--- src/hdl/kpb_pkg.sv ---
package kpb_pkg;

    // defaults for the top-level parameters
    localparam int MAP_BITS_DEF = 65536;
    localparam int MAX_KMER_DEF = 16;

    // widest byte address the map can need (MAP_BITS up to 2**20)
    localparam int ADDR_MAX_W = 17;

    // register reset values
    localparam logic [4:0]  KMER_LEN_RST = 5'd8;
    localparam logic [15:0] CAP_RST      = 16'hffff;

    // register indexes, taken from paddr[2]
    localparam logic REG_KMER_LENGTH = 1'b0;
    localparam logic REG_CAPACITY    = 1'b1;

    // code for a byte that is not a base
    localparam logic [2:0] BASE_SKIP = 3'b100;

    typedef enum logic [1:0] {
        KIND_BASE  = 2'd0,
        KIND_TEST  = 2'd1,
        KIND_SET   = 2'd2,
        KIND_CLEAR = 2'd3
    } t_kind;

    // operation the back end carries out on the bitmap
    typedef enum logic [1:0] {
        OP_NONE  = 2'd0,
        OP_TEST  = 2'd1,
        OP_SET   = 2'd2,
        OP_CLEAR = 2'd3
    } t_op;

    typedef struct packed {
        t_op                   op;
        logic [ADDR_MAX_W-1:0] addr;
        logic [2:0]            bit_pos;
        logic                  in_range;
        logic [31:0]           kmer_code;
        logic                  complete;
    } t_job;

    typedef struct packed {
        logic        bit_value;
        logic        in_range;
        logic [31:0] kmer_code;
        logic        complete;
    } t_result;

    // nt4 table: bit 2 set means the byte is skipped
    function automatic logic [2:0] base_code(input logic [7:0] sym);
        logic [2:0] c;
        unique case (sym)
            8'd0, 8'h41, 8'h61:               c = 3'd0;
            8'd1, 8'h43, 8'h63:               c = 3'd1;
            8'd2, 8'h47, 8'h67:               c = 3'd2;
            8'd3, 8'h54, 8'h74, 8'h55, 8'h75: c = 3'd3;
            default:                          c = BASE_SKIP;
        endcase
        return c;
    endfunction

endpackage

--- src/hdl/kpb_queue.sv ---
module kpb_queue
    import kpb_pkg::*;
(
    input  logic i_clk,
    input  logic i_rst_n,
    input  logic i_push,
    input  t_job i_data,
    output logic o_full,
    output logic o_empty,
    input  logic i_pop,
    output t_job o_data
);

    t_job       r_mem [2];
    logic       r_wp;
    logic       r_rp;
    logic [1:0] r_cnt;

    assign o_full  = (r_cnt == 2'd2);
    assign o_empty = (r_cnt == 2'd0);
    assign o_data  = r_mem[r_rp];

    // two-entry job queue between front and back
    always_ff @(posedge i_clk) begin
        if (!i_rst_n) begin
            r_wp  <= 1'b0;
            r_rp  <= 1'b0;
            r_cnt <= 2'd0;
        end else begin
            if (i_push) begin
                r_wp <= ~r_wp;
            end
            if (i_pop) begin
                r_rp <= ~r_rp;
            end
            if (i_push && !i_pop) begin
                r_cnt <= r_cnt + 2'd1;
            end else if (i_pop && !i_push) begin
                r_cnt <= r_cnt - 2'd1;
            end
        end
    end

    // payload storage
    always_ff @(posedge i_clk) begin
        if (i_push) begin
            r_mem[r_wp] <= i_data;
        end
    end

endmodule

--- config.mk ---
export PLATFORM = sky130hd
export DESIGN_NAME = kpb_queue
export DESIGN_NICKNAME = d
export VERILOG_FILES = /design/src/hdl/kpb_pkg.sv /design/src/hdl/kpb_queue.sv
export SDC_FILE = /design/constraint.sdc
export NUM_CORES = 1
export LEC_CHECK = 0
export BUFFER_PORTS_ARGS = -buffer_cell sky130_fd_sc_hd__buf_2
export CORE_MARGIN = 5
export CORE_UTILIZATION = 36
export DETAILED_ROUTE_END_ITERATION = 6
export PLACE_DENSITY = 0.56
export SLEW_MARGIN = 20
export SYNTH_ARGS = -nofsm -noshare
export SYNTH_HDL_FRONTEND = slang
export SYNTH_SLANG_ARGS = --single-unit
--- constraint.sdc ---
create_clock -name i_clk -period 9.6 [get_ports i_clk]
set_input_delay 0 -clock i_clk [delete_from_list [all_inputs] [get_ports i_clk]]
set_output_delay 0 -clock i_clk [all_outputs]
set_load 0.05 [all_outputs]
==> results of run 1 <==
-- registers in the layout, indices dropped and copies added (netlist names), named ones only --
register	flops
r_cnt	2
r_wp	1
r_mem	112
r_rp	1
-- cells in the mapped netlist (2+ instances only) --
master	number	area share
nor2b_1	2	0.0029
xor2_1	2	0.0041
mux2_2	56	0.15
edfxtp_1	112	0.79
buf_6	4	0.011
and2_1	4	0.0059
dfxtp_1	5	0.023
-- repair_timing --
action	in CTS	in global routing
hold buffers	59	0
setup buffers	0	0
endpoints found under the hold margin	117	0
-- critical path: cells and delay by family (launching register included) --
family,cells,cell delay [ns]
DFF,1,0.33
AOI/OAI and AO/OA,1,0.21
buffers and inverters,2,1.13
and+or+nand+nor,1,0.33
-- where the power goes --
group / switching [mW] / internal, mW
clock: 0.204 / 0.376
combinational: 0.142 / 0.0709
sequential: 0.00635 / 0.590
-- layout make-up --
type	instances	share of cell area
well taps	143	0.0291
clock buffers	20	0.0710
inverters	1	0.000611
clock inverters	11	0.0181
repair buffers	179	0.195
multi-input cells	72	0.123
flip-flops and latches	117	0.563
-- kinds of logic (layout without fill, tap and decap cells) --
kind of cell | after synthesis | after routing | synth area share
AO/OA/AOI/OAI | 3 | 3 | 0.00469
AND/OR/NAND/NOR | 9 | 9 | 0.0132
multiplexers | 56 | 56 | 0.148
flip-flops | 117 | 117 | 0.811
buffers and inverters | 7 | 211 | 0.0144
adder cells (fa/ha/maj) | 1 | 1 | 0.00293
XOR/XNOR | 3 | 3 | 0.00615
-- per-layer routing --
layer  vias to the layer above  part of all wire  global-route usage
li1                       1155                 -                   -
met1                      1160              0.44               0.140
met2                        83              0.49               0.206
met3                         9             0.058              0.0460
met4                         0             0.013              0.0521
met5                         -                 0                   0
-- stage by stage --
step           std cells  total power [mW]  setup slack (ns)  area (um2)
2_1_floorplan        196             0.755              6.30        4270
3_3_place_gp         453             0.801              7.79        5010
3_5_place_dp         453             0.803              7.79        5010
4_1_cts              543              1.41              7.45        6150
5_1_grt              543              1.44              7.34        6150
6_report             543              1.39              7.51        6150
-- how the worst min path moves through the flow --
stage / from / to
after CTS: i_push / r_mem[0][30]
after global placement: i_data[3] / r_mem[0][3]
after global routing: i_push / r_mem[0][33]
after detailed placement: i_data[3] / r_mem[1][3]
final: i_push / r_mem[0][30]
after floorplan: i_data[0] / r_mem[0][0]
==> summary.txt, run 1 <==
Worst setup path
  • Worst r2r src: r_wp
  • CP endpoint kind: register
  • Crit path max fanout: 46
  • Reg2Reg Setup Slack: 7.51 ns
  • Required time of the worst setup path: 9.94 ns
  • Reg2Reg Depth: 4
  • FF-to-FF End: r_wp
  • Crit path to: r_wp
  • Slowest stage delay, CP: 0.60 ns
  • Crit Path Class: reg -> reg
  • CP Cell Sequence: nor2b_4, buf_4, o21a_1, dlygate4sd3_1
  • Crit path from: r_wp
  • Worst path slowest cell: buf_4
  • Critical path data arrival time: 2.43 ns
  • Critical Path Start Type: register

Min path
  • WHS Path Cells: 2
  • Hold WC Path Type: in -> reg

CTS
  • TritonCTS clock tree: yes
  • Clk sink count: 117
  • Clk pin slew, worst setup/hold paths: 0.05 ns
  • CTS root buf: clkbuf_16
  • Buffer depth of the longest clock path: 2
  • H-tree depth: 4
  • Worst-Skew Late Latency: 0.39 ns
  • Post-CTS resize count: 0
  • Clock buffer count from CTS: 17

Timing
  • Hold_ws: 0.0982 ns
  • Fmax: 478 MHz
  • Worst-Margin Slew: 0.793 ns
  • Slew Viols, Final: 0
  • RSZ-0062 raised after global routing: no
  • # setup viols final: 0
  • Setup_tns: 0 ns
  • Slew headroom: 0.471
  • Final period util: 0.218
  • Final min period: 2.09 ns
  • Clock Skew: 0.00401 ns
  • Final Hold Viols: 0

Synthesis
  • Share of synthesized flip-flops with an asynchronous set or reset: 0
  • Synth Cell Area: 4270 um2
  • Synth Area per Inst: 21.8 um2
  • Post-synthesis cell count: 196
  • Register area share after synthesis: 0.811
  • Syn nets: 257
  • Cell variety after synth: 18
  • YS warnings: 0
  • Post-synth EDFFs: 112
  • Synth Register Bits: 117
  • Ys flop type: edfxtp_1

Die
  • Row cnt: 39
  • Starting Density: 0.371
  • Die width: 119 um
  • Chip height: 119 um
  • Full die area: 14100 um2
  • Core area: 11500 um2
  • Ports: 118

Cells and area
  • Commonest cells after routing, fill and taps aside: buf_2, edfxtp_1, dlygate4sd3_1
  • Footprint of the multi-input gates: 754 um2
  • ANT cells: 0
  • Final core utilization: 0.534
  • Fill count: 946
  • Final net count: 449
  • Commonest non-fill, non-tap cell in the layout: buf_2
  • Register area: 3460 um2
  • Layout area overhead: 44.0%
  • Layout cell share with drive strength beyond 1: 0.518

Route
  • Initial DRC Count: 86
  • DR WL/cell: 15.4 um
  • Vias: 2407
  • Routed Antenna Nets: 0
  • Routed WL: 8.34 mm
  • DR pass1 iterations: 6
  • # DRC: 0
  • Via-per-instance ratio: 4.43

Placement
  • Routability cong.: 0.688
  • Port Buffers: 117
  • Hpwl dp: 4.90 mm

Global route
  • Largest net degree at the start of global routing: 57
  • Vias in the first global route: 2727
  • Gr ovfl total: 0
  • First-pass GRT wire length: 13.4 mm
  • GR Util All Layers: 0.122
  • Initial antenna violation count: 0

Power and ir drop
  • Leak: 2.35 nW
  • Max VDD drop: 0.000123 V
  • Power per cell area: 226 nW/um2

Outcome
  • Status: finished, final reports clean

Flow run
  • Max cap viols: 0
Power figures use the tool's default switching activity.
==> run 2: changes to the inputs <==
Settings changed: ABC_AREA from default to 1, PLACE_DENSITY 0.56 to 0.55.
Clock period 9.6 ns to 2 ns, I/O delays scaled along.
==> run 2 against run 1 <==
  * Die area up 3.5%
  * Combinational power grew to 4.6 times the previous value
  * Largest cell class unchanged
  * Flip-flop and latch count unchanged
  * Synthesized cell count up 6.6%
  * Clock skew increased by 0.0026 ns
==> summary.txt, run 2 <==
Synthesis
  • Synth Area per Inst: 21.2 um2 (-2.6%)
  • Synth Cell Area: 4430 um2 (+3.8%)
  • Count leader, synth: edfxtp_1
  • Dominant cells by area after synthesis: edfxtp_1, mux2_4, mux2_2, dfxtp_1, buf_6
  • Most common library cells after synthesis: edfxtp_1, mux2_4, mux2_2
  • YS warnings: 0 (unchanged)
  • Post-synth EDFFs: 112 (unchanged)
  • Largest area contributor in the netlist: edfxtp_1
  • Post-synth top area share: 0.759 (-0.0289)
  • Cell variety after synth: 14 (-4)
  • Post-synthesis cell count: 209 (+6.6%)
  • Ys flop type: edfxtp_1
  • Synth Register Bits: 117 (unchanged)
  • Share of synthesized flip-flops with an asynchronous set or reset: 0 (unchanged)
  • Register area share after synthesis: 0.781 (-0.0298)
  • Syn nets: 270 (+5.1%)

Min path
  • Worst Hold End: r_mem[1][31]
  • Hold WC Path Type: in -> reg
  • WHS Path Cells: 2 (unchanged)
  • HP Start: i_data[31]

Worst setup path
  • Reg2Reg Depth: 5 (+1)
  • FF-to-FF End: r_wp
  • Critical path data arrival time: 1.80 ns (-0.63 ns)
  • Worst path slowest cell: dfxtp_4
  • Reg2Reg Setup Slack: 0.21 ns (-7.30 ns)
  • Worst r2r src: r_wp
  • CP Cell Sequence: buf_4, mux2_2, buf_2
  • Crit Path Class: reg -> out
  • CP bufs+invs: 2 (unchanged)
  • CP endpoint kind: output pin
  • Slowest stage delay, CP: 0.56 ns (-0.04 ns)
  • Cell family with most CP delay: flip-flops
  • Critical Path Start Type: register
  • Required time of the worst setup path: 2.00 ns (-7.94 ns)
  • Crit path max fanout: 18 (-61%)

Cells and area
  • Layout area overhead: 45.2%
  • Fin area: 6440 um2 (+4.7%)
  • Commonest cells after routing, fill and taps aside: buf_2, edfxtp_1, dlygate4sd3_1
  • Fill count: 996 (+5.3%)
  • Max FFs per register: 112 (unchanged)
  • Most flops, register: r_mem
  • Layout cell share with drive strength beyond 1: 0.499 (-0.0187)
  • Final net count: 466 (+3.8%)
  • Top Registers: r_mem: 112 flops, r_cnt: 2 flops
  • Commonest non-fill, non-tap cell in the layout: buf_2

Placement
  • Routability cong.: 0.690 (+0.29%)
  • Port Buffers: 117 (unchanged)
  • Placed Instance Area: 5250 um2 (+4.9%)
  • Dpl ws: 0.587 ns (-7.20 ns)
  • Hpwl dp: 5.31 mm (+8.3%)

Die
  • Full die area: 14600 um2 (+3.5%)
  • Row cnt: 40 (+2.6%)
  • Chip height: 121 um (+1.7%)
  • Ports: 118 (unchanged)
  • Starting Density: 0.368 (-0.00329)
  • Die width: 121 um (+1.7%)
  • Core area: 12100 um2 (+4.7%)

Timing
  • # setup viols final: 0 (unchanged)
  • Final min period: 1.80 ns
  • Final period util: 0.900
  • Final setup margin: 0.199 ns (-7.31 ns)
  • RSZ-0062 raised after global routing: no
  • Clock Skew: 0.00657 ns (+0.00256 ns)
  • Final Hold Viols: 0 (unchanged)
  • Slew headroom: 0.771 (+0.300)
  • Slew Viols, Final: 0 (unchanged)
  • Fmax: 555 MHz
  • Worst-Margin Slew: 0.343 ns (-0.450 ns)
  • Setup_tns: 0 ns (unchanged)

CTS
  • Clk pin slew, worst setup/hold paths: 0.05 ns (about the same)
  • Buffer depth of the longest clock path: 2 (unchanged)
  • TritonCTS clock tree: yes
  • H-tree depth: 4 (unchanged)
  • Post-CTS setup buffer count: 0 (unchanged)
  • Post-CTS resize count: 0 (unchanged)
  • Worst-Skew Late Latency: 0.39 ns (about the same)
  • CTS Hold Buffers Added: 61 (+3.4%)
  • Clock buffer count from CTS: 17 (unchanged)
  • CTS root buf: clkbuf_16
  • Clk sink count: 117 (unchanged)

Route
  • DR WL/cell: 14.3 um (-6.9%)
  • Routed WL: 8.38 mm (+0.46%)
  • Via-per-instance ratio: 4.22 (-4.8%)
  • Initial DRC Count: 101 (+17%)
  • DR pass1 iterations: 4 (-2)
  • # DRC: 0 (unchanged)
  • Vias: 2472 (+2.7%)
  • Routed Antenna Nets: 0 (unchanged)

Global route
  • Vias in the first global route: 2717 (-0.37%)
  • Initial antenna violation count: 1 (+1)
  • Largest net degree at the start of global routing: 57 (unchanged)
  • GR Util All Layers: 0.120 (-0.00289)
  • Gr ovfl total: 0 (unchanged)
  • First-pass GRT wire length: 13.3 mm (-0.72%)

Outcome
  • Status: finished, final reports clean

Flow run
  • Max cap viols: 0 (unchanged)

Power and ir drop
  • Leak: 2.58 nW (+9.6%)
  • Max VDD drop: 0.000633 V (+410%)
  • Power per cell area: 1050 nW/um2 (+360%)
## run 2: changes by cell type after synthesis, moves of 2 or more
cell	before	now
nor2_1	1	9
inv_1	1	8
nand2_1	0	8
nor2b_1	2	0
xor2_1	2	0
and2_1	4	0
mux2_4	0	40
mux2_2	56	16
## run 2: logic make-up after synthesis
logic type / Yosys count / synth area share
AOI/OAI and AO/OA: 2 / 0.00226
adders and majority gates: 1 / 0.00282
buffers and inverters: 14 / 0.0206
DFF: 117 / 0.781
muxes: 56 / 0.176
and+or+nand+nor: 19 / 0.0169
## run 2: final cells by class
class / count / area [um2] / share of cell area
tap: 168 / 210 / 0.0327
timing repair buffer: 183 / 1270 / 0.197
clock inverter: 12 / 138 / 0.0214
inverter: 8 / 30.0 / 0.00466
sequential: 117 / 3470 / 0.539
multi-input combinational: 78 / 886 / 0.138
antenna: 1 / 2.50 / 0.000389
clock buffer: 19 / 433 / 0.0672
## run 2: worst max path at each step
stage                        start     endpoint  slack, ns  cells after the start
after detailed placement  register    o_data[7]       0.59                      3
final                     register    o_data[7]       0.20                      3
after CTS                 register    o_data[7]       0.16                      3
after global placement    register    o_data[6]       0.60                      3
after global routing      register    o_data[7]       0.12                      3
after floorplan               r_wp  r_mem[1][0]       0.04                      2
## run 2: metrics by stage
stage	hold WS (ns)	cells	util	total power, mW
2_1_floorplan	0.0989	209	-	3.60
3_3_place_gp	0.187	493	0.436	3.81
3_5_place_dp	0.191	493	0.436	3.83
4_1_cts	0.301	585	0.534	6.85
5_1_grt	0.307	586	0.534	7.03
6_report	0.318	586	0.534	6.75
## run 2: where the power goes
group          total [mW]  switching [mW]  internal [mW]  leakage (nW)
logic               0.974           0.610          0.363          1.21
registers            2.88          0.0477           2.84          1.09
clock network        2.89           0.967           1.93         0.277
total                6.75            1.63           5.13          2.58
## run 2: worst reg2reg max path, stage by stage, from the launching register on
cell           delay, ns
dfxtp_1             0.39
nand2_1             0.10
nand2_1             0.06
dlygate4sd3_1       0.54
nor2_1              0.04
dlygate4sd3_1       0.55
## run 2: layer usage
layer,vias to the layer above,track usage,wire length [um]
li1,1197,-,-
met1,1183,0.139,3610
met2,82,0.198,4080
met3,10,0.0466,566
met4,0,0.0467,116
met5,-,0,0
