<file path="src/hdl/kpb_pkg.sv">
package kpb_pkg;

    // defaults for the top-level parameters
    localparam int MAP_BITS_DEF = 65536;
    localparam int MAX_KMER_DEF = 16;

    // widest byte address the map can need (MAP_BITS up to 2**20)
    localparam int ADDR_MAX_W = 17;

    // register reset values
    localparam logic [4:0]  KMER_LEN_RST = 5'd8;
    localparam logic [15:0] CAP_RST      = 16'hffff;

    // register indexes, taken from paddr[2]
    localparam logic REG_KMER_LENGTH = 1'b0;
    localparam logic REG_CAPACITY    = 1'b1;

    // code for a byte that is not a base
    localparam logic [2:0] BASE_SKIP = 3'b100;

    typedef enum logic [1:0] {
        KIND_BASE  = 2'd0,
        KIND_TEST  = 2'd1,
        KIND_SET   = 2'd2,
        KIND_CLEAR = 2'd3
    } t_kind;

    // operation the back end carries out on the bitmap
    typedef enum logic [1:0] {
        OP_NONE  = 2'd0,
        OP_TEST  = 2'd1,
        OP_SET   = 2'd2,
        OP_CLEAR = 2'd3
    } t_op;

    typedef struct packed {
        t_op                   op;
        logic [ADDR_MAX_W-1:0] addr;
        logic [2:0]            bit_pos;
        logic                  in_range;
        logic [31:0]           kmer_code;
        logic                  complete;
    } t_job;

    typedef struct packed {
        logic        bit_value;
        logic        in_range;
        logic [31:0] kmer_code;
        logic        complete;
    } t_result;

    // nt4 table: bit 2 set means the byte is skipped
    function automatic logic [2:0] base_code(input logic [7:0] sym);
        logic [2:0] c;
        unique case (sym)
            8'd0, 8'h41, 8'h61:               c = 3'd0;
            8'd1, 8'h43, 8'h63:               c = 3'd1;
            8'd2, 8'h47, 8'h67:               c = 3'd2;
            8'd3, 8'h54, 8'h74, 8'h55, 8'h75: c = 3'd3;
            default:                          c = BASE_SKIP;
        endcase
        return c;
    endfunction

endpackage

</file>
<file path="src/hdl/kpb_front.sv">
module kpb_front
    import kpb_pkg::*;
#(
    parameter int MAP_BITS = MAP_BITS_DEF,
    parameter int MAX_KMER = MAX_KMER_DEF
) (
    input  logic        i_clk,
    input  logic        i_rst_n,
    input  logic        i_valid,
    input  logic        i_accept,
    input  logic [1:0]  i_kind,
    input  logic [7:0]  i_symbol,
    input  logic        i_first_of_sequence,
    input  logic [15:0] i_bit_index,
    input  logic [4:0]  i_kmer_length,
    input  logic [15:0] i_capacity_bits,
    output t_job        o_job
);

    localparam int WW        = 2 * MAX_KMER;
    localparam int KW        = $clog2(MAX_KMER + 1);
    localparam int CW        = (WW > 32) ? WW : 32;
    localparam int MAP_BYTES = MAP_BITS / 8;
    localparam logic [5:0] KMAX = 6'(MAX_KMER);

    logic [WW-1:0] r_window;
    logic [KW-1:0] r_seen;
    logic [WW-1:0] n_window;
    logic [KW-1:0] n_seen;

    t_kind         kind;
    logic [5:0]    kl6;
    logic [5:0]    k6;
    logic [KW-1:0] k;
    logic [WW-1:0] mask;
    logic [WW-1:0] fr_w;
    logic [KW-1:0] fr_seen;
    logic [2:0]    code;
    logic          is_base;
    logic [WW-1:0] w_shift;
    logic [KW-1:0] seen_step;
    logic          formed;
    logic [CW-1:0] val;
    logic [CW-1:0] byte_idx;
    logic          rng;
    logic [CW-1:0] w_ext;

    assign kind = t_kind'(i_kind);

    // effective k, clamped to 1..MAX_KMER
    assign kl6 = {1'b0, i_kmer_length};
    assign k6  = (kl6 == 6'd0) ? 6'd1 : ((kl6 > KMAX) ? KMAX : kl6);
    assign k   = k6[KW-1:0];
    assign mask = ~({WW{1'b1}} << {k6, 1'b0});

    // window update for a base word, other words keep the window
    assign fr_w    = (kind == KIND_BASE && i_first_of_sequence) ? '0 : r_window;
    assign fr_seen = (kind == KIND_BASE && i_first_of_sequence) ? '0 : r_seen;
    assign code    = base_code(i_symbol);
    assign is_base = (code != BASE_SKIP);
    assign w_shift = ((fr_w << 2) | WW'(code[1:0])) & mask;
    assign seen_step = (fr_seen < k) ? KW'(fr_seen + 1'b1) : fr_seen;
    assign n_window  = (kind == KIND_BASE && is_base) ? w_shift : fr_w;
    assign n_seen    = is_base ? seen_step : fr_seen;
    assign formed    = (kind == KIND_BASE) && is_base && (seen_step >= k);

    // byte range check shared by k-mers and index words
    assign w_ext    = CW'(n_window);
    assign val      = (kind == KIND_BASE) ? w_ext : CW'(i_bit_index);
    assign byte_idx = val >> 3;
    assign rng      = (byte_idx <= CW'(i_capacity_bits[15:3]))
                   && (byte_idx < CW'(MAP_BYTES));

    // classify the word into a bitmap job
    always_comb begin
        o_job           = '0;
        o_job.addr      = byte_idx[ADDR_MAX_W-1:0];
        o_job.bit_pos   = val[2:0];
        o_job.kmer_code = w_ext[31:0];
        unique case (kind)
            KIND_BASE: begin
                o_job.op       = (formed && rng) ? OP_SET : OP_NONE;
                o_job.in_range = formed && rng;
                o_job.complete = formed && rng;
            end
            KIND_TEST: begin
                o_job.op       = rng ? OP_TEST : OP_NONE;
                o_job.in_range = rng;
            end
            KIND_SET: begin
                o_job.op       = rng ? OP_SET : OP_NONE;
                o_job.in_range = rng;
            end
            KIND_CLEAR: begin
                o_job.op       = rng ? OP_CLEAR : OP_NONE;
                o_job.in_range = rng;
            end
            default: begin
                o_job.op = OP_NONE;
            end
        endcase
    end

    // window and base count
    always_ff @(posedge i_clk) begin
        if (!i_rst_n) begin
            r_window <= '0;
            r_seen   <= '0;
        end else if (i_valid && i_accept && kind == KIND_BASE) begin
            r_window <= n_window;
            r_seen   <= n_seen;
        end
    end

endmodule

</file>
<file path="config.mk">
export PLATFORM = sky130hd
export DESIGN_NAME = kpb_front
export DESIGN_NICKNAME = d
export VERILOG_FILES = /design/src/hdl/kpb_pkg.sv /design/src/hdl/kpb_front.sv
export SDC_FILE = /design/constraint.sdc
export NUM_CORES = 1
export LEC_CHECK = 0
export BUFFER_PORTS_ARGS = -buffer_cell sky130_fd_sc_hd__buf_2
export CAP_MARGIN = 0
export CORE_AREA = 3 3 63 110
export DETAILED_ROUTE_END_ITERATION = 7
export DIE_AREA = 0 0 66 113
export GPL_TIMING_DRIVEN = 1
export PLACE_DENSITY_LB_ADDON = 0.2
export REMOVE_ABC_BUFFERS = 1
export SLEW_MARGIN = 20
export SYNTH_ARGS = -nofsm -noshare
export SYNTH_HDL_FRONTEND = slang
export SYNTH_SLANG_ARGS = --single-unit
export TNS_END_PERCENT = 10
</file>
<file path="constraint.sdc">
create_clock -name i_clk -period 7.43 [get_ports i_clk]
set_clock_uncertainty 0.1 [all_clocks]
set_input_delay 1.1145 -clock i_clk [delete_from_list [all_inputs] [get_ports i_clk]]
set_output_delay 1.1145 -clock i_clk [all_outputs]
set_load 0.03 [all_outputs]
</file>
==> results.cfg, run 1 <==
[timing]
relSlewSlack_pct = 49.4
rsz0062_at_grt = false
drv_slew = 0
fin_crit_sh_pct = 84.9
setup_tns_ns = 0
period_minus_slack_ns = 6.31
worstMarginPinSlew_ns = 0.758
max_freq_mhz = 159
setup_viol = 0
hold_viol = 0

[clock_tree]
cts-hold-fix-buffers = 0
cts_buffers = 5
cts.clk_slew.worst_paths_ns = 0.07
cts_sinks = 37
tritoncts = yes
htreeDepth = 2
cts_resized = 0
root_buffer = clkbuf_8
clk_latency_ns = 0.30
post_cts_buffers = 0
ctsLongestPathBuffers = 2

[global_route]
grt_max_degree = 42
gr-usage-all-layers_pct = 28.0
grt_pass1_vias = 3630
overflow = 0
grt_first_pass_wirelength_um = 16700
grt_antenna_before_repair = 0

[detailed_routing]
drtAntennaViolNets = 0
post_drt_wl_per_cell_um = 15.5
routed_wirelength_um = 10100
dr.pass1.iters = 5
drc = 0
dr_total_vias = 3851
first_iter_violations = 451
vias_per_cell = 5.89

[worst_hold_path]
hold-path-endpoint = r_window[13]$_SDFFE_PN0P_
hp-start = r_window[13]$_SDFFE_PN0P_
min_path_cells = 2
hold_path_class = reg -> reg

[yosys]
synth_area_leader_cell = dfxtp_1
yosys_warnings = 0
postSynth.asyncResetShare_pct = 0
avgSynthCellArea_um2 = 6.99
synth_cell_types = 67
synth-main-ff-cell = dfxtp_1
synth.most_common_cell = nand2_1
synthTopCellsByCount = nand2_1, o21ai_0, dfxtp_1
seq_area_frac_synth_pct = 21.8
syn_inst = 486
ys_ff_latch = 37
synth_edf_count = 0
synth_top_area_share_pct = 21.8
syn_area_um2 = 3400
yosys-top-cells-area = dfxtp_1, nand2_1, ha_1, o21ai_0, inv_1

[floorplanning]
initial_core_util_pct = 55.4
core_um2 = 6130
ios = 108
rows = 38
die_h_um = 113
design.die.area_um2 = 7460
die_width_um = 66

[final_layout]
syn_to_final_growth_pct = 17.8
drive_gt1_share_pct = 23.7
nNetsFinal = 648
seqCellArea_um2 = 741
fill_cells = 578
postLayoutCoreUtil_pct = 65.2
multi_input_area_um2 = 2370
num_antenna_cells = 0

[worst_setup_path]
crit_family = compound AO/OA/AOI/OAI gates
reg2reg_depth = 9
crit_path_start_kind = primary input
cp_common_cell = buf_2
cp_slowest_cell = a31oi_4
r2r_end = r_seen[4]$_SDFFE_PN0P_
r2r_slack_ns = 4.96
path_max_fanout = 17
critical-path-max-stage-delay_ns = 0.48
timing.rr.start = r_seen[2]$_SDFFE_PN0P_
worst-path-buf-inv = 2
cp_num_cells = 16
crit_path_cell_trace = buf_2, or3b_4, or3_4, a31oi_4, nand3_1, a21o_1, o21ai_0, ha_1, nor2b_1, o21a_1, o211ai_1, a21boi_0, o32a_1, or2_1, o22ai_1, buf_2
cp_data_arrival_time_ns = 5.09
crit_path_end_kind = output pin
worstPathRequired_ns = 6.22
timing.setup.critical_path_class = in -> out

[power]
p_per_area_nw_per_um2 = 118
ir_worst_vdd_mv = 0.0979
p_leak_nw = 2.04

[job]
maxCapViolations = 0

[placed_design]
port_buffers = 104
dp_hpwl_um = 7560
globalplace.congestion = 0.880

[status]
outcome = finished, final reports clean
## tightest hold or removal path: stages, from the launching register on
cell,delay (ns)
dfxtp_1,0.33
nand2_1,0.06
a21boi_1,0.05
## worst max-delay path by stage
stage | start | endpoint | slack, ns
after global placement | i_symbol[3] | o_job[33] | 1.17
after detailed placement | i_symbol[3] | o_job[33] | 1.11
after floorplan | i_symbol[3] | o_job[0] | 0.89
after CTS | i_symbol[3] | o_job[33] | 1.10
final | i_symbol[3] | o_job[33] | 1.12
after global routing | i_symbol[3] | o_job[33] | 0.94
## registers in the layout, summed over array words and instances (netlist names)
| register | cells |
|---|---|
| r_window | 32 |
| r_seen | 5 |
## through the flow
stage	power, W	area (um^2)	std cells	setup slack, ns	hold slack (ns)
finish	0.000474	4000	654	1.12	0.379
floorplan	0.000284	3250	456	0.894	0.345
detailed placement	0.000332	3910	646	1.11	0.370
global placement	0.000328	3910	646	1.17	0.357
global route	0.000496	4000	654	0.940	0.411
CTS	0.000478	4000	654	1.10	0.381
## layout make-up
type,count,share of cell area [%]
clock buffers,5,1.72
clock inverters,3,0.438
inverters,36,3.38
multi-input cells,383,59.3
flip-flops and latches,37,18.5
well taps,80,2.50
repair buffers,110,14.1
## routing by layer
layer / track usage (%) / part of all wire, % / wire [um] / up-vias
met1: 30.5 / 38 / 3810 / 1807
met4: 10.9 / 2.2 / 223 / 0
met2: 51.9 / 54 / 5460 / 154
li1: - / - / - / 1873
met5: 0 / 0 / 0 / -
met3: 4.97 / 6.3 / 638 / 17
## where the power goes
group	internal [W]	switching [W]
logic	0.0000437	0.0000814
clock network	0.0000648	0.0000810
registers	0.000200	0.00000230
total	0.000309	0.000165
## kinds of logic (layout without fill, tap and decap cells)
| logic type | Yosys count | count (layout) | synth area share [%] |
|---|---|---|---|
| DFF | 37 | 37 | 21.8 |
| adders and majority gates | 23 | 23 | 8.47 |
| xor gates and xnor gates | 4 | 4 | 1.03 |
| AOI/OAI and AO/OA | 138 | 138 | 29.4 |
| and+or+nand+nor | 215 | 215 | 30.0 |
| muxes | 3 | 3 | 0.921 |
| buffers and inverters | 66 | 154 | 8.36 |
## layout by cell type, fill, tap and decap left out, drive strengths merged, types with 4 or more instances in the layout
master  instances
nand4           4
nor3b           7
nand2         104
and3            7
nand3b          4
ha             23
inv            35
nor3            9
nor2b           5
buf           110
a21oi          17
a21o            9
clkbuf          5
dfxtp          37
and2           15
o21ai          45
a32o            7
nor2           28
a31oi           6
nand3          21
o211a           7
a21boi         17
xnor2           4
a32oi           4
No activity file was read; power rests on OpenSTA's default activity.
==> inputs of run 2 (changes only) <==
ABC_AREA = 1   (was unset)
CORE_AREA = 3 3 69 120   (was 3 3 63 110)
DIE_AREA = 0 0 72 123   (was 0 0 66 113)
clock period = 5.16 ns   (was 7.43 ns; I/O delays follow)
==> results.cfg, run 2 <==
[status]
outcome = finished, final reports clean

[worst_setup_path]
worstPathRequired_ns = 4.29
cp_data_arrival_time_ns = 4.00
critical-path-max-stage-delay_ns = 0.45
crit_path_cell_trace = buf_2, nand2_1, nor2_1, nand2_1, nand2_1, nor2_2, nand2_4, nand2_4, clkinvlp_4, o21ai_0, o21ai_0, ha_1, nand4_1, nor3_1, o21ai_0, nand2_1, nand4_2, a21oi_1, buf_2
crit_path_end_kind = output pin
timing.setup.critical_path_class = in -> out
crit_path_start_kind = primary input
cp_slowest_cell = o21ai_0
cp_common_cell = nand2_1
path_max_fanout = 15

[final_layout]
seqCellArea_um2 = 741
final_cell_mix = nand2_1, inv_1, buf_2
regMostFlops = r_window
largest_reg_flops = 32
largestRegisters = r_window (32), r_seen (5)
fill_cells = 756
num_antenna_cells = 0
nNetsFinal = 763
multi_input_area_um2 = 2200
postLayoutCoreUtil_pct = 56.3
drive_gt1_share_pct = 23.0
syn_to_final_growth_pct = 20.7
layout_commonest_cell = nand2_1

[yosys]
avgSynthCellArea_um2 = 5.91
yosys_warnings = 0
synth_area_leader_cell = dfxtp_1
syn_area_um2 = 3500
synth-main-ff-cell = dfxtp_1
syn_inst = 593
ys_ff_latch = 37
seq_area_frac_synth_pct = 21.1
synthTopCellsByCount = nand2_1, inv_1, nor2_1
synth_edf_count = 0
synth_cell_types = 33
synth_top_area_share_pct = 21.1
postSynth.asyncResetShare_pct = 0
yosys-top-cells-area = dfxtp_1, nand2_1, inv_1, ha_1, nor2_1
synth.most_common_cell = nand2_1

[clock_tree]
cts.clk_slew.worst_paths_ns = 0.06
clk_latency_ns = 0.29
ctsLongestPathBuffers = 2
cts_buffers = 5
htreeDepth = 2
tritoncts = yes
cts_sinks = 37
cts-hold-fix-buffers = 0
root_buffer = clkbuf_16

[detailed_routing]
dr.pass1.iters = 4
routed_wirelength_um = 10100
dr_total_vias = 4031
drtAntennaViolNets = 0
post_drt_wl_per_cell_um = 13.0
vias_per_cell = 5.19
drc = 0
first_iter_violations = 224

[power]
p_leak_nw = 2.58
p_per_area_nw_per_um2 = 200
p_total_w = 0.000848
ir_worst_vdd_mv = 0.127

[floorplanning]
initial_core_util_pct = 46.6
design.die.area_um2 = 8860
ios = 108
die_width_um = 72
core_um2 = 7510
rows = 42
die_h_um = 123

[global_route]
grt_first_pass_wirelength_um = 16600
gr-usage-all-layers_pct = 23.4
grt_max_degree = 54
grt_pass1_vias = 3811
grt_antenna_before_repair = 0
overflow = 0

[job]
maxCapViolations = 0

[placed_design]
globalplace.congestion = 0.867
port_buffers = 104
dp_hpwl_um = 7790

[timing]
fin_hold_ws_ns = 0.369
max_freq_mhz = 205
rsz0062_at_grt = false
relSlewSlack_pct = 32.0
drv_slew = 0
fin_crit_sh_pct = 94.4
period_minus_slack_ns = 4.87
worstMarginPinSlew_ns = 1.01
hold_viol = 0
setup_viol = 0

[worst_hold_path]
hold_path_class = reg -> reg
-- run 2: power by group --
part / internal, W / switching [W]
logic: 0.0000768 / 0.000164
registers: 0.000295 / 0.00000364
clock network: 0.000190 / 0.000119
-- run 2: cell families (layout without fill, tap and decap cells) --
logic type / after synthesis / count (layout) / synth area share, %
flip-flops: 37 / 37 / 21.1
adder cells (fa/ha/maj): 23 / 23 / 8.21
XOR/XNOR: 4 / 4 / 1.00
buffers and inverters: 143 / 238 / 16.2
AND/OR/NAND/NOR: 267 / 267 / 32.7
AO/OA/AOI/OAI: 119 / 119 / 20.7
-- run 2: critical path, delay by kind of cell --
family	cells	cell delay, ns
AND/OR/NAND/NOR	11	1.35
AO/OA/AOI/OAI	4	0.93
adder cells (fa/ha/maj)	1	0.33
buffers and inverters	3	0.60
-- run 2: per-stage QoR --
stage	std cells	setup slack, ns	TNS, ns	area [um^2]
2_1_floorplan	567	-0.346	-1.35	3370
3_3_place_gp	767	0.252	0	4060
3_5_place_dp	767	0.247	0	4060
4_1_cts	774	0.253	0	4210
5_1_grt	776	0.0131	0	4230
6_report	776	0.288	0	4230
-- run 2: final timing paths --
path / from / to / slack [ns] / depth (start not counted)
setup / recovery: i_symbol[6] / o_job[0] / 0.29 / 19
hold / removal: r_seen[0]$_SDFFE_PN0P_ / r_seen[0]$_SDFFE_PN0P_ / 0.37 / 2
setup reg to reg: r_seen[1]$_SDFFE_PN0P_ / r_seen[4]$_SDFFE_PN0P_ / 2.82 / 12
hold reg to reg: r_seen[0]$_SDFFE_PN0P_ / r_seen[0]$_SDFFE_PN0P_ / 0.37 / 2
-- run 2: layer usage --
| metal | vias to the layer above | track usage, % | routed length, um |
|---|---|---|---|
| met5 | - | 0 | 0 |
| met4 | 0 | 9.53 | 327 |
| li1 | 2065 | - | - |
| met2 | 121 | 45.6 | 5470 |
| met1 | 1811 | 24.6 | 3840 |
| met3 | 34 | 2.85 | 491 |
-- run 2: cell type report --
cell class / count / share of cell area, %
timing repair buffer: 114 / 14.1
multi-input combinational: 413 / 52.0
tap: 88 / 2.60
sequential: 37 / 17.5
clock buffer: 7 / 3.37
inverter: 117 / 10.5
-- run 2: repair_timing --
action	in CTS	in global routing
endpoints found under the hold margin	0	0
resized for setup	0	5
buffers inserted	0	2
setup endpoints to repair	0	4
==> inputs of run 3 (changes only) <==
CTS_CLUSTER_SIZE = 8   (was unset)
MAX_ROUTING_LAYER = met4   (was unset)
==> results.cfg, run 3 (same netlist as run 2, synthesis figures left out) <==
[worst_setup_path]
cp_common_cell = a21oi_1
worst-path-buf-inv = 5
timing.rr.start = r_seen[1]$_SDFFE_PN0P_
crit_path_cell_trace = buf_2, nor2_4, nand2_2, nand2_1, inv_1, ha_1, a21oi_1, o21a_1, nand2_2, xor2_1, ha_1, inv_1, nand2_1, a21oi_1, o21bai_1, a21oi_1, nor2_1, o21ai_1, nand2_1, inv_1, a21oi_1, buf_2
crit_family = compound AO/OA/AOI/OAI gates
crit_path_end_kind = output pin
cp_slowest_cell = ha_1
r2r_slack_ns = 2.85
r2r_end = r_seen[4]$_SDFFE_PN0P_
timing.setup.critical_path_class = in -> out
crit_path_start_kind = primary input
path_max_fanout = 13
worstPathRequired_ns = 4.29
critical-path-max-stage-delay_ns = 0.29
reg2reg_depth = 12
cp_data_arrival_time_ns = 3.93

[final_layout]
largestRegisters = r_window (32), r_seen (5)
num_antenna_cells = 0
largest_reg_flops = 32
drive_gt1_share_pct = 22.6
layout_commonest_cell = nand2_1
fin_area_um2 = 4240
syn_to_final_growth_pct = 20.9
nNetsFinal = 761
regMostFlops = r_window
final_cell_mix = nand2_1, inv_1, buf_2

[global_route]
grt_max_degree = 54
gr-usage-all-layers_pct = 23.4
grt_first_pass_wirelength_um = 16100
overflow = 0
grt_pass1_vias = 3665
grt_antenna_before_repair = 0

[worst_hold_path]
hold_path_class = reg -> reg
min_path_cells = 2
hp-start = r_seen[3]$_SDFFE_PN0P_
hold-path-endpoint = r_seen[3]$_SDFFE_PN0P_

[clock_tree]
clk_latency_ns = 0.29
post_cts_buffers = 0
cts.clk_slew.worst_paths_ns = 0.06
root_buffer = clkbuf_16
tritoncts = yes
htreeDepth = 2
cts-hold-fix-buffers = 0
ctsLongestPathBuffers = 2
cts_buffers = 5
cts_sinks = 37

[floorplanning]
initial_core_util_pct = 46.6
die_width_um = 72
ios = 108
core_um2 = 7510
die_h_um = 123
rows = 42
design.die.area_um2 = 8860

[placed_design]
place_area_um2 = 4060
dp_hpwl_um = 7740
globalplace.congestion = 0.859
dp_slack_ns = 0.243
port_buffers = 104

[power]
comb_power_share_pct = 26.6
p_leak_nw = 2.59
switchingPower_w = 0.000292
pwr-share-clk_pct = 40.5
pwr-share-seq_pct = 33.0
p_int_w = 0.000613
p_per_area_nw_per_um2 = 214
ir_worst_vdd_mv = 0.127
swShare_pct = 32.3

[timing]
fin_ws_ns = 0.358
relSlewSlack_pct = 26.0
period_minus_slack_ns = 4.80
setup_tns_ns = 0
fin_crit_sh_pct = 93.1
setup_viol = 0
max_freq_mhz = 208
rsz0062_at_grt = false
worstMarginPinSlew_ns = 1.11
drv_slew = 0
fin_hold_ws_ns = 0.367
hold_viol = 0

[detailed_routing]
drtAntennaViolNets = 0
first_iter_violations = 210
drc = 0
vias_per_cell = 5.14
routed_wirelength_um = 10000
dr_total_vias = 3985
dr.pass1.iters = 5
post_drt_wl_per_cell_um = 12.9

[status]
outcome = finished, final reports clean

[job]
maxCapViolations = 0
-- run 3: final cells by class --
class                   instances  area, um^2
fillers                       777        3280
inverters                     117         439
clock inverters                 1        30.0
flip-flops and latches         37         741
multi-input cells             413        2190
well taps                      88         110
repair buffers                112         581
clock buffers                   7         143
-- run 3: worst max-delay path by stage --
stage                 from        end  slack [ns]  cells past startpoint
3_3_place_gp     i_kind[1]  o_job[55]        0.27                     23
6_report         i_kind[1]  o_job[55]        0.36                     22
2_1_floorplan  i_symbol[3]   o_job[0]       -0.35                     22
5_1_grt        i_symbol[4]   o_job[0]        0.02                     25
3_5_place_dp     i_kind[1]  o_job[55]        0.24                     20
4_1_cts          i_kind[1]  o_job[55]        0.23                     20
-- run 3: power by group through the flow --
stage / combinational [W] / sequential [W] / clock (W)
final: 0.000240 / 0.000298 / 0.000366
after floorplan: 0.000161 / 0.000303 / 0
after detailed placement: 0.000241 / 0.000304 / 0
after CTS: 0.000241 / 0.000298 / 0.000373
after global placement: 0.000237 / 0.000304 / 0
after global routing: 0.000268 / 0.000299 / 0.000383
-- run 3: per-stage QoR --
step	power [W]	util, %	instances
after floorplan	0.000465	-	567
after global placement	0.000541	54.1	767
after detailed placement	0.000545	54.1	767
after CTS	0.000912	56.4	775
after global routing	0.000950	56.4	775
final	0.000905	56.4	775
-- run 3: per-layer routing --
metal,part of all wire (%),GRT usage (%)
met5,0,-
met4,2.8,10.2
met3,4.4,2.85
met2,55,44.1
met1,38,23.7
-- run 3: timing repair --
action	CTS	global route
endpoints found under the setup margin	0	4
resized for setup	0	3
hold endpoints to repair	0	0
-- run 3: worst reg2reg max path, cell delays in order, from the launching register on --
cell and delay (ns):
dfxtp_1 0.34, inv_1 0.07, nor2_1 0.28, ha_1 0.30, nand2_1 0.06, nor2_1 0.05
nand2_1 0.09, nand2_2 0.10, nor4_1 0.31, xor2_1 0.24, nand2_1 0.07, o211ai_1 0.08
a21oi_1 0.08
